===== config.mk =====
export PLATFORM = sky130hd
export DESIGN_NAME = script_tokenizer_core_flat
export DESIGN_NICKNAME = d
export VERILOG_FILES = /design/src/hw/rtl/stk_pkg.sv /design/src/hw/rtl/stk_if.sv /design/src/hw/rtl/script_tokenizer_core.sv /design/src/flat_wrapper.sv
export SDC_FILE = /design/constraint.sdc
export NUM_CORES = 1
export LEC_CHECK = 0
export ABC_AREA = 1
export ABC_CLOCK_PERIOD_IN_PS = 11100
export BUFFER_PORTS_ARGS = -buffer_cell sky130_fd_sc_hd__clkbuf_2
export CORE_MARGIN = 3
export CORE_UTILIZATION = 35
export CTS_CLUSTER_DIAMETER = 200
export DETAILED_ROUTE_END_ITERATION = 12
export PLACE_DENSITY = 0.46
export SLEW_MARGIN = 20
export SYNTH_ARGS = -nofsm -noshare
export SYNTH_HDL_FRONTEND = slang
export SYNTH_SLANG_ARGS = --single-unit

===== constraint.sdc =====
create_clock -name i_clk -period 11.1 [get_ports i_clk]
set_clock_uncertainty 0.05 [all_clocks]
set_input_delay 2.22 -clock i_clk [delete_from_list [all_inputs] [get_ports i_clk]]
set_output_delay 2.22 -clock i_clk [all_outputs]
set_load 0.05 [all_outputs]

===== src/hw/rtl/stk_pkg.sv =====
`timescale 1ns / 1ps

package stk_pkg;

    // Lexer mode, one-hot
    typedef enum logic [4:0] {
        MODE_SKIP    = 5'b00001,
        MODE_COMMENT = 5'b00010,
        MODE_SLASH   = 5'b00100,
        MODE_QUOTED  = 5'b01000,
        MODE_PLAIN   = 5'b10000
    } t_mode;

    // Result item kinds
    localparam logic KIND_CHAR = 1'b0;
    localparam logic KIND_END  = 1'b1;

    // Character codes
    localparam logic [7:0] CH_SPACE = 8'd32;
    localparam logic [7:0] CH_SEMI  = 8'h3B;
    localparam logic [7:0] CH_HASH  = 8'h23;
    localparam logic [7:0] CH_SLASH = 8'h2F;
    localparam logic [7:0] CH_QUOTE = 8'h22;
    localparam logic [7:0] CH_LF    = 8'h0A;

    localparam logic [15:0] LINE_FIRST = 16'd1;
    localparam logic [15:0] LINE_MAX   = 16'hFFFF;

    // One result item
    typedef struct packed {
        logic        kind;
        logic [7:0]  out_char;
        logic [8:0]  token_len;
        logic [15:0] line_no;
        logic        truncated;
    } t_result;

endpackage


===== src/hw/rtl/stk_if.sv =====
`timescale 1ns / 1ps

// Byte input channel
interface stk_in_if;
    logic       valid;
    logic       ready;
    logic [7:0] in_byte;
    logic       last_byte;

    modport source (output valid, output in_byte, output last_byte, input ready);
    modport sink   (input valid, input in_byte, input last_byte, output ready);
endinterface

// Token output channel
interface stk_out_if;
    logic        valid;
    logic        ready;
    logic        kind;
    logic [7:0]  out_char;
    logic [8:0]  token_len;
    logic [15:0] line_no;
    logic        truncated;

    modport source (output valid, output kind, output out_char, output token_len,
                    output line_no, output truncated, input ready);
    modport sink   (input valid, input kind, input out_char, input token_len,
                    input line_no, input truncated, output ready);
endinterface


===== src/hw/rtl/script_tokenizer_core.sv =====
`timescale 1ns / 1ps

// Script tokenizer core.
// i_in carries one script byte per item plus a last_byte flag that closes the
// buffer. o_out carries result items: token characters (kind 0) and end
// markers (kind 1) with token length, line number and a truncation flag.
// Each byte is lexed in the cycle it is accepted; its zero to three result
// items land in a four-entry output queue, and when the queue was empty the
// first one is visible on o_out in the next cycle. One byte is taken per
// cycle while the queue holds at most one item, so the sustained rate is one
// byte per cycle when each byte yields at most one item and the receiver does
// not stall; a byte that yields two or three items (pending slash, final byte)
// holds later bytes back while they drain at the single output beat per cycle.
// Reset clears the lexer state (line 1, between tokens) and empties the
// queue. When the receiver stalls, the queue fills and i_in.ready drops
// once two or more items are waiting; no item is lost.
module script_tokenizer_core #(
    parameter int MAX_TOKEN = 512
) (
    input  logic         i_clk,
    input  logic         i_rst_n,
    stk_in_if.sink       i_in,
    stk_out_if.source    o_out
);
    import stk_pkg::*;

    localparam int KeepInt = (MAX_TOKEN - 1 < 511) ? MAX_TOKEN - 1 : 511;
    localparam logic [8:0] KeepLimit = 9'(KeepInt);
    localparam int QDepth = 4;

    // Lexer state
    t_mode       r_mode, n_mode;
    logic [15:0] r_line, n_line;
    logic [8:0]  r_cc, n_cc;
    logic        r_of, n_of;

    // Output queue
    t_result     r_q [QDepth];
    t_result     n_q [QDepth];
    logic [2:0]  r_cnt, n_cnt;

    t_result     res [3];
    logic [1:0]  push_n;
    logic        in_acc, out_pop;

    assign i_in.ready = (r_cnt <= 3'd1);
    assign in_acc     = i_in.valid && i_in.ready;
    assign o_out.valid     = (r_cnt != 3'd0);
    assign out_pop         = o_out.valid && o_out.ready;
    assign o_out.kind      = r_q[0].kind;
    assign o_out.out_char  = r_q[0].out_char;
    assign o_out.token_len = r_q[0].token_len;
    assign o_out.line_no   = r_q[0].line_no;
    assign o_out.truncated = r_q[0].truncated;

    // Lex one byte: state update and up to three result items
    always_comb begin
        logic [7:0] b;
        logic       do_plain, do_between, ws;
        t_mode       m;
        logic [15:0] ln;
        logic [8:0]  c;
        logic        ov;
        logic [1:0]  n;
        b = i_in.in_byte;
        ws = (b <= CH_SPACE);
        do_plain = 1'b0;
        do_between = 1'b0;
        m = r_mode;
        ln = r_line;
        c = r_cc;
        ov = r_of;
        n = 2'd0;
        for (int i = 0; i < 3; i++) res[i] = '0;

        unique case (r_mode)
            MODE_COMMENT: begin
                if (b == CH_LF) begin
                    if (ln != LINE_MAX) ln = ln + 16'd1;
                    m = MODE_SKIP;
                end
            end
            MODE_SLASH: begin
                if (b == CH_SLASH) begin
                    m = MODE_COMMENT;
                end else begin
                    m = MODE_PLAIN;
                    c = 9'd0;
                    ov = 1'b0;
                    // keep the held slash
                    if (c < KeepLimit) begin
                        c = c + 9'd1;
                        res[n] = '{KIND_CHAR, CH_SLASH, c, ln, 1'b0};
                        n = n + 2'd1;
                    end else begin
                        ov = 1'b1;
                    end
                    do_plain = 1'b1;
                end
            end
            MODE_QUOTED: begin
                if (b == CH_QUOTE) begin
                    res[n] = '{KIND_END, 8'h00, c, ln, ov};
                    n = n + 2'd1;
                    m = MODE_SKIP;
                    c = 9'd0;
                    ov = 1'b0;
                end else if (c < KeepLimit) begin
                    c = c + 9'd1;
                    res[n] = '{KIND_CHAR, b, c, ln, 1'b0};
                    n = n + 2'd1;
                end else begin
                    ov = 1'b1;
                end
            end
            MODE_PLAIN: do_plain = 1'b1;
            default:    do_between = 1'b1;
        endcase

        // Inside a plain token
        if (do_plain) begin
            if (ws || b == CH_SEMI) begin
                res[n] = '{KIND_END, 8'h00, c, ln, ov};
                n = n + 2'd1;
                m = MODE_SKIP;
                c = 9'd0;
                ov = 1'b0;
                do_between = 1'b1;
            end else if (c < KeepLimit) begin
                c = c + 9'd1;
                res[n] = '{KIND_CHAR, b, c, ln, 1'b0};
                n = n + 2'd1;
            end else begin
                ov = 1'b1;
            end
        end

        // Between tokens
        if (do_between) begin
            m = MODE_SKIP;
            if (ws) begin
                if (b == CH_LF && ln != LINE_MAX) ln = ln + 16'd1;
            end else if (b == CH_SEMI || b == CH_HASH) begin
                m = MODE_COMMENT;
            end else if (b == CH_SLASH) begin
                m = MODE_SLASH;
            end else if (b == CH_QUOTE) begin
                m = MODE_QUOTED;
                c = 9'd0;
                ov = 1'b0;
            end else begin
                m = MODE_PLAIN;
                c = 9'd0;
                ov = 1'b0;
                if (c < KeepLimit) begin
                    c = c + 9'd1;
                    res[n] = '{KIND_CHAR, b, c, ln, 1'b0};
                    n = n + 2'd1;
                end else begin
                    ov = 1'b1;
                end
            end
        end

        // Final byte closes the buffer
        if (i_in.last_byte) begin
            if (m == MODE_PLAIN || m == MODE_QUOTED) begin
                res[n] = '{KIND_END, 8'h00, c, ln, ov};
                n = n + 2'd1;
            end else if (m == MODE_SLASH) begin
                c = 9'd0;
                ov = 1'b0;
                if (c < KeepLimit) begin
                    c = c + 9'd1;
                    res[n] = '{KIND_CHAR, CH_SLASH, c, ln, 1'b0};
                    n = n + 2'd1;
                end else begin
                    ov = 1'b1;
                end
                res[n] = '{KIND_END, 8'h00, c, ln, ov};
                n = n + 2'd1;
            end
            m = MODE_SKIP;
            ln = LINE_FIRST;
            c = 9'd0;
            ov = 1'b0;
        end

        n_mode = in_acc ? m : r_mode;
        n_line = in_acc ? ln : r_line;
        n_cc   = in_acc ? c : r_cc;
        n_of   = in_acc ? ov : r_of;
        push_n = in_acc ? n : 2'd0;
    end

    // Queue: shift on pop, append new items behind the kept ones
    always_comb begin
        logic [2:0] keep;
        logic [2:0] off;
        keep = r_cnt - {2'd0, out_pop};
        for (int i = 0; i < QDepth; i++) begin
            off = 3'(i) - keep;
            n_q[i] = r_q[i];
            if (3'(i) < keep) begin
                if (out_pop && i < QDepth - 1) n_q[i] = r_q[(i + 1) % QDepth];
            end else if (off < {1'b0, push_n}) begin
                n_q[i] = res[off[1:0]];
            end
        end
        n_cnt = keep + {1'b0, push_n};
    end

    always_ff @(posedge i_clk) begin
        if (!i_rst_n) begin
            r_mode <= MODE_SKIP;
            r_line <= LINE_FIRST;
            r_cc   <= 9'd0;
            r_of   <= 1'b0;
            r_cnt  <= 3'd0;
        end else begin
            r_mode <= n_mode;
            r_line <= n_line;
            r_cc   <= n_cc;
            r_of   <= n_of;
            r_cnt  <= n_cnt;
        end
    end

    always_ff @(posedge i_clk) begin
        for (int i = 0; i < QDepth; i++) r_q[i] <= n_q[i];
    end

endmodule


===== src/flat_wrapper.sv =====
// flat-port wrapper written by rule: the top's interface ports become plain ports
module script_tokenizer_core_flat import stk_pkg::*;
#(
    parameter int MAX_TOKEN = 512
)
  (i_clk, i_rst_n, i_in_valid, i_in_in_byte, i_in_last_byte, i_in_ready, o_out_valid, o_out_kind, o_out_out_char, o_out_token_len, o_out_line_no, o_out_truncated, o_out_ready);
  stk_in_if i_in_i ();
  stk_out_if o_out_i ();
  input  logic i_clk;
  input  logic i_rst_n;
  input wire logic [$bits(i_in_i.valid)-1:0] i_in_valid;
  input wire logic [$bits(i_in_i.in_byte)-1:0] i_in_in_byte;
  input wire logic [$bits(i_in_i.last_byte)-1:0] i_in_last_byte;
  output wire logic [$bits(i_in_i.ready)-1:0] i_in_ready;
  output wire logic [$bits(o_out_i.valid)-1:0] o_out_valid;
  output wire logic [$bits(o_out_i.kind)-1:0] o_out_kind;
  output wire logic [$bits(o_out_i.out_char)-1:0] o_out_out_char;
  output wire logic [$bits(o_out_i.token_len)-1:0] o_out_token_len;
  output wire logic [$bits(o_out_i.line_no)-1:0] o_out_line_no;
  output wire logic [$bits(o_out_i.truncated)-1:0] o_out_truncated;
  input wire logic [$bits(o_out_i.ready)-1:0] o_out_ready;
  assign i_in_i.valid = i_in_valid;
  assign i_in_i.in_byte = i_in_in_byte;
  assign i_in_i.last_byte = i_in_last_byte;
  assign i_in_ready = i_in_i.ready;
  assign o_out_valid = o_out_i.valid;
  assign o_out_kind = o_out_i.kind;
  assign o_out_out_char = o_out_i.out_char;
  assign o_out_token_len = o_out_i.token_len;
  assign o_out_line_no = o_out_i.line_no;
  assign o_out_truncated = o_out_i.truncated;
  assign o_out_i.ready = o_out_ready;
  script_tokenizer_core #(.MAX_TOKEN(MAX_TOKEN)) u_core (.i_clk(i_clk), .i_rst_n(i_rst_n), .i_in(i_in_i), .o_out(o_out_i));
endmodule

==> reports/qor.csv, run 1 <==
metric,value,unit
grt total ovfl,0,
f_max,117,MHz
MaxCap Viol Count,0,
outcome,"finished, final reports clean",
Tcrit/Tclk final,0.767,
share of post-route cells with drive strength above 1,0.104,
Peak supply drop,295,uV
worst hold path class,flop to flop,
Rows,77,
asr flop ratio synth,0,
Slew HR,0.348,
Sink Count,174,
IO Port Bufs,49,
initial DRC count,2118,
R2R depth,30,
RSZ-0062 raised after global routing,no,
DR WL/cell,20.9,um
Final Cell Area,17200,sq um
DR DRC count,0,
startpoint types,input port,
most frequent cells after synthesis,"nand2_1, nand3_1, a21oi_1",
Fill cells,4860,
clock latency on the worst-skew pair,480,ps
Most used DFF post-synth,edfxtp_1,
synth warn,0,
Cells after Synth,2504,
synth unique cells,57,
leakage power,7.54,nW
Final Hold Viols,0,
FF+latch area,4880,sq um
"Avg Cell Area, Syn",6.30,sq um
Synth top area share,0.267,
CTS resizes,0,
Antenna diodes,0,
vias post-DR,16900,
DR pass1 iterations,6,
crit end category,flop,
final WL,64200,um
die width,218,um
ANT nets after route,0,
"top cells by area, synth","edfxtp_1, nand2_1, nand3_1",
largest incremental delay on the critical path,730,ps
Layout area overhead,8.83,%
Ports,50,
Setup Buffers After CTS,0,
CTS root buf,clkbuf_16,
initial antenna violation count,0,
Critical Path AT,8580,ps
Die Y,218,um
Core Area,44300,sq um
Setup TNS Final,0,ps
DPL Wire Length,47500,um
vias per inst,5.50,
syn nets,2543,
Slew @ Worst Pin,968,ps
Max Slew Vio Count,0,
CTS tree,yes,
GRT Total Usage,0.271,
crit path time final,8510,ps
placer's final routability congestion estimate,0.927,
power per cell area,321,nW/um^2
sequential element share of the synthesized area,0.310,
first-pass GRT wire length,97300,um
critical path class,input port to flop,
#FFs+latches synth,174,
H-tree levels,4,
die area,47600,sq um
area of the multi-input gates,9610,sq um
clk slew on worst S/H paths,80,ps
"Setup violations, final",0,
most common cell in the netlist,nand2_1,
vias in the first global route,15000,
hold buffers post-CTS,0,
Area after DPL,16500,sq um
initial core utilization,0.356,
leading area contributor after synthesis,edfxtp_1,
Hold Path Cell Cnt,2,
critical path required time,11170,ps
largest net degree at the start of global routing,94,
slowest CP cell,inv_1,
deepest clock path buffer count,2,
Crit Path Max Fanout,33,
clock buffer count from CTS,17,
Nets,2512,
Syn Std Cell Area,15800,sq um
number of synthesized flops with an enable pin,140,
## report_power, final
part	switching (W)	total [W]	internal, W
Combinational	0.00255	0.00340	0.000845
Sequential	0.0000753	0.00140	0.00132
Clock	0.000295	0.000723	0.000428
Total	0.00292	0.00551	0.00259
## path summary, 6_finish.rpt
kind,slack [ps],to,startpoint
max reg2reg,3970,u_core.r_q[2][7]$_DFFE_PP_,u_core.r_mode[1]$_SDFFE_PN0P_
min reg2reg,450,u_core.r_line[14]$_SDFFE_PN0P_,u_core.r_line[14]$_SDFFE_PN0P_
min,450,u_core.r_line[14]$_SDFFE_PN0P_,u_core.r_line[14]$_SDFFE_PN0P_
max,2590,u_core.r_q[2][7]$_DFFE_PP_,i_in_in_byte[7]
## per-layer routing
| metal | GRT usage | share of wire | vias up |
|---|---|---|---|
| met2 | 0.373 | 0.40 | 819 |
| li1 | - | - | 8243 |
| met5 | 0 | 0 | - |
| met1 | 0.420 | 0.49 | 7788 |
| met4 | 0.0807 | 0.023 | 0 |
| met3 | 0.0530 | 0.092 | 80 |
## cell type report
type | instances | area share
Clock buffer | 18 | 0.0250
Clock inverter | 14 | 0.0147
Multi-Input combinational cell | 1991 | 0.560
Inverter | 216 | 0.0475
Sequential cell | 174 | 0.285
Timing Repair Buffer | 73 | 0.0248
Tap cell | 592 | 0.0432
## cells by family after synthesis
group / count (synthesis) / share of synthesized area
simple gates: 1533 / 0.428
compound gates: 417 / 0.147
buf+inv: 339 / 0.0849
flops: 174 / 0.310
fa+ha+maj: 26 / 0.0211
xor+xnor: 15 / 0.00881
## through the flow
step           hold slack, ps  total power (W)  utilization  worst slack (ps)  instances
2_1_floorplan             409          0.00382            -              1700       2504
3_3_place_gp              441          0.00477        0.372              2250       3046
3_5_place_dp              443          0.00479        0.372              2150       3046
4_1_cts                   454          0.00553        0.387              2640       3078
5_1_grt                   479          0.00599        0.387              2000       3078
6_report                  453          0.00551        0.387              2590       3078
## worst max-delay path: cells and delay by family
family	cells	cell delay (ps)
fa+ha+maj	3	780
buf+inv	10	2390
simple gates	15	2450
compound gates	4	710
## flip-flops by register name (all words and copies together) (netlist names)
signal / count
u_core.r_q: 140
u_core.r_mode: 5
u_core.r_line: 16
u_core.r_cnt: 3
u_core.r_cc: 9
u_core.r_of: 1
## layout by cell type (no fill, tap or decap), drive strengths merged, types with 4 or more instances in the layout
cell type  instances
a21oi            196
a22oi             11
a31oi             10
buf               24
bufinv             6
clkbuf            67
clkinv             9
dfxtp             34
edfxtp           140
ha                25
inv              215
nand2           1002
nand3            320
nand4             34
nor2             147
nor3              21
o211ai            25
o21ai            150
o22ai             10
or2                4
xor2              12
(Power assumes the default switching activity.)
==> run 2: changes to the inputs <==
--- a/config.mk
+++ b/config.mk
@@ -6,7 +6,7 @@
 export NUM_CORES = 1
 export LEC_CHECK = 0
 export ABC_AREA = 1
-export ABC_CLOCK_PERIOD_IN_PS = 11100
+export ABC_CLOCK_PERIOD_IN_PS = 8500
 export BUFFER_PORTS_ARGS = -buffer_cell sky130_fd_sc_hd__clkbuf_2
 export CORE_MARGIN = 3
 export CORE_UTILIZATION = 35
==> constraint.sdc (replaced) <==
create_clock -name i_clk -period 8.5 [get_ports i_clk]
set_clock_uncertainty 0.05 [all_clocks]
set_input_delay 1.7 -clock i_clk [delete_from_list [all_inputs] [get_ports i_clk]]
set_output_delay 1.7 -clock i_clk [all_outputs]
set_load 0.05 [all_outputs]
==> reports/qor.csv, run 2 (synthesis results as in run 1) <==
metric,value,unit,change
outcome,"finished, final reports clean",,unchanged
Sink Count,174,,unchanged
cell mode on critical path,inv_1,,
crit path time final,7290,ps,
Fill cells,4814,,"was 4,860"
critical path class,input port to flop,,unchanged
Setup TNS Final,0,ps,unchanged
placed cells,3053,,"was 3,046"
slowest CP cell,nor2_2,,was inv_1
"most common cell after layout, fill and taps aside",nand2_1,,unchanged
share of post-route cells with drive strength above 1,0.107,,was 0.104
clock buffer count from CTS,17,,unchanged
Layout area overhead,9.20,%,was 8.83%
Slew @ Worst Pin,929,ps,was 968 ps
die area,47600,sq um,unchanged
Rows,77,,unchanged
initial antenna violation count,0,,unchanged
crit end category,flop,,unchanged
Die Y,218,um,unchanged
"Power, Total",0.00711,W,was 0.00551 W
final WL,62200,um,"was 64,200 um"
clock latency on the worst-skew pair,470,ps,was 480 ps
H-tree levels,4,,unchanged
placer's final routability congestion estimate,0.937,,was 0.927
die width,218,um,unchanged
Setup Buffers After CTS,0,,unchanged
Peak supply drop,461,uV,was 295 uV
Largest Register,u_core.r_q,,unchanged
RSZ-0062 raised after global routing,no,,unchanged
Ports,50,,unchanged
Final Hold Viols,0,,unchanged
vias in the first global route,15000,,about the same
most frequent cells in the layout,"nand2_1, nand3_1, a21oi_1",,unchanged
MaxCap Viol Count,0,,unchanged
area of the multi-input gates,9620,sq um,was 9610 sq um
CTS root buf,clkbuf_16,,unchanged
largest net degree at the start of global routing,74,,was 94
CP bufs+invs,10,,unchanged
DR WL/cell,20.1,um,was 20.9 um
Tcrit/Tclk final,0.858,,
Critical Path AT,7420,ps,was 8580 ps
initial core utilization,0.356,,unchanged
power per cell area,413,nW/um^2,was 321 nW/um^2
CTS tree,yes,,unchanged
leakage power,7.56,nW,was 7.54 nW
Core Area,44300,sq um,unchanged
critical path required time,8630,ps,"was 11,170 ps"
f_max,137,MHz,
ANT nets after route,0,,unchanged
largest incremental delay on the critical path,410,ps,was 730 ps
initial DRC count,1855,,"was 2,118"
Antenna diodes,0,,unchanged
Slew HR,0.377,,was 0.348
Crit Path Max Fanout,21,,was 33
deepest clock path buffer count,2,,unchanged
Max Slew Vio Count,0,,unchanged
post-route insts no fill,3086,,"was 3,078"
grt total ovfl,0,,unchanged
clk slew on worst S/H paths,70,ps,was 80 ps
number of flip-flops in the largest register,140,,unchanged
DR DRC count,0,,unchanged
IO Port Bufs,49,,unchanged
DR pass1 iterations,8,,was 6
DPL Wire Length,46800,um,"was 47,500 um"
vias per inst,5.38,,was 5.50
startpoint types,input port,,unchanged
"Setup violations, final",0,,unchanged
Nets,2520,,"was 2,512"
first-pass GRT wire length,95300,um,"was 97,300 um"
hold buffers post-CTS,0,,unchanged
Largest regs,"u_core.r_q: 140 flops, u_core.r_line: 16 flops, u_core.r_cc: 9 flops",,unchanged
CTS resizes,0,,unchanged
Crit path max-delay family,simple AND/OR/NAND/NOR gates,,unchanged
worst hold path class,flop to flop,,unchanged
Final Cell Area,17200,sq um,about the same
GRT Total Usage,0.262,,was 0.271
vias post-DR,16600,,"was 16,900"
Area after DPL,16500,sq um,about the same
FF+latch area,4880,sq um,unchanged
run 2: cell count changes in the layout (fill, tap and decap cells not counted), sizes merged:
cell      before  now
buf           24   32
clkinv         9   14
clkbuf        67   66
bufinv         6    1
inv          215  214
clkinvlp       0    2
run 2: through the flow:
step,hold WS [ps],setup slack [ps],util
2_1_floorplan,409,793,-
4_1_cts,447,1230,0.388
3_3_place_gp,427,836,0.373
6_report,443,1210,0.388
3_5_place_dp,435,716,0.373
5_1_grt,480,569,0.388
run 2: cell type report:
class,instances,area share
inverters,216,0.0473
clock buffers,17,0.0247
multi-input cells,1991,0.559
clock inverters,15,0.0124
repair buffers,81,0.0301
well taps,592,0.0430
flip-flops and latches,174,0.284
run 2: final timing paths:
kind	cells past startpoint	start	slack (ps)	to
worst max-delay path	32	i_in_in_byte[2]	1210	u_core.r_q[1][20]$_DFFE_PP_
worst min-delay path	2	u_core.r_of$_SDFFE_PN0P_	440	u_core.r_of$_SDFFE_PN0P_
worst max register to register	30	u_core.r_cc[2]$_SDFFE_PN0P_	2070	u_core.r_q[1][20]$_DFFE_PP_
worst min register to register	2	u_core.r_of$_SDFFE_PN0P_	440	u_core.r_of$_SDFFE_PN0P_
run 2: per-layer routing:
| metal | vias to the layer above | wire length, um | global-route usage |
|---|---|---|---|
| met1 | 7623 | 31500 | 0.418 |
| met3 | 44 | 4790 | 0.0460 |
| met4 | 0 | 705 | 0.0481 |
| met2 | 668 | 25100 | 0.366 |
| li1 | 8266 | - | - |
| met5 | - | 0 | 0 |
run 2: power by group:
group	switching [W]	leakage, nW	internal, W
clock	0.000411	0.301	0.000428
sequential	0.0000931	1.60	0.00172
combinational	0.00330	5.66	0.00115
total	0.00381	7.56	0.00331
run 2: worst min-delay path: stages, from the launching register on:
cell,delay [ps]
dfxtp_1,330
nand2_1,70
a21oi_1,60
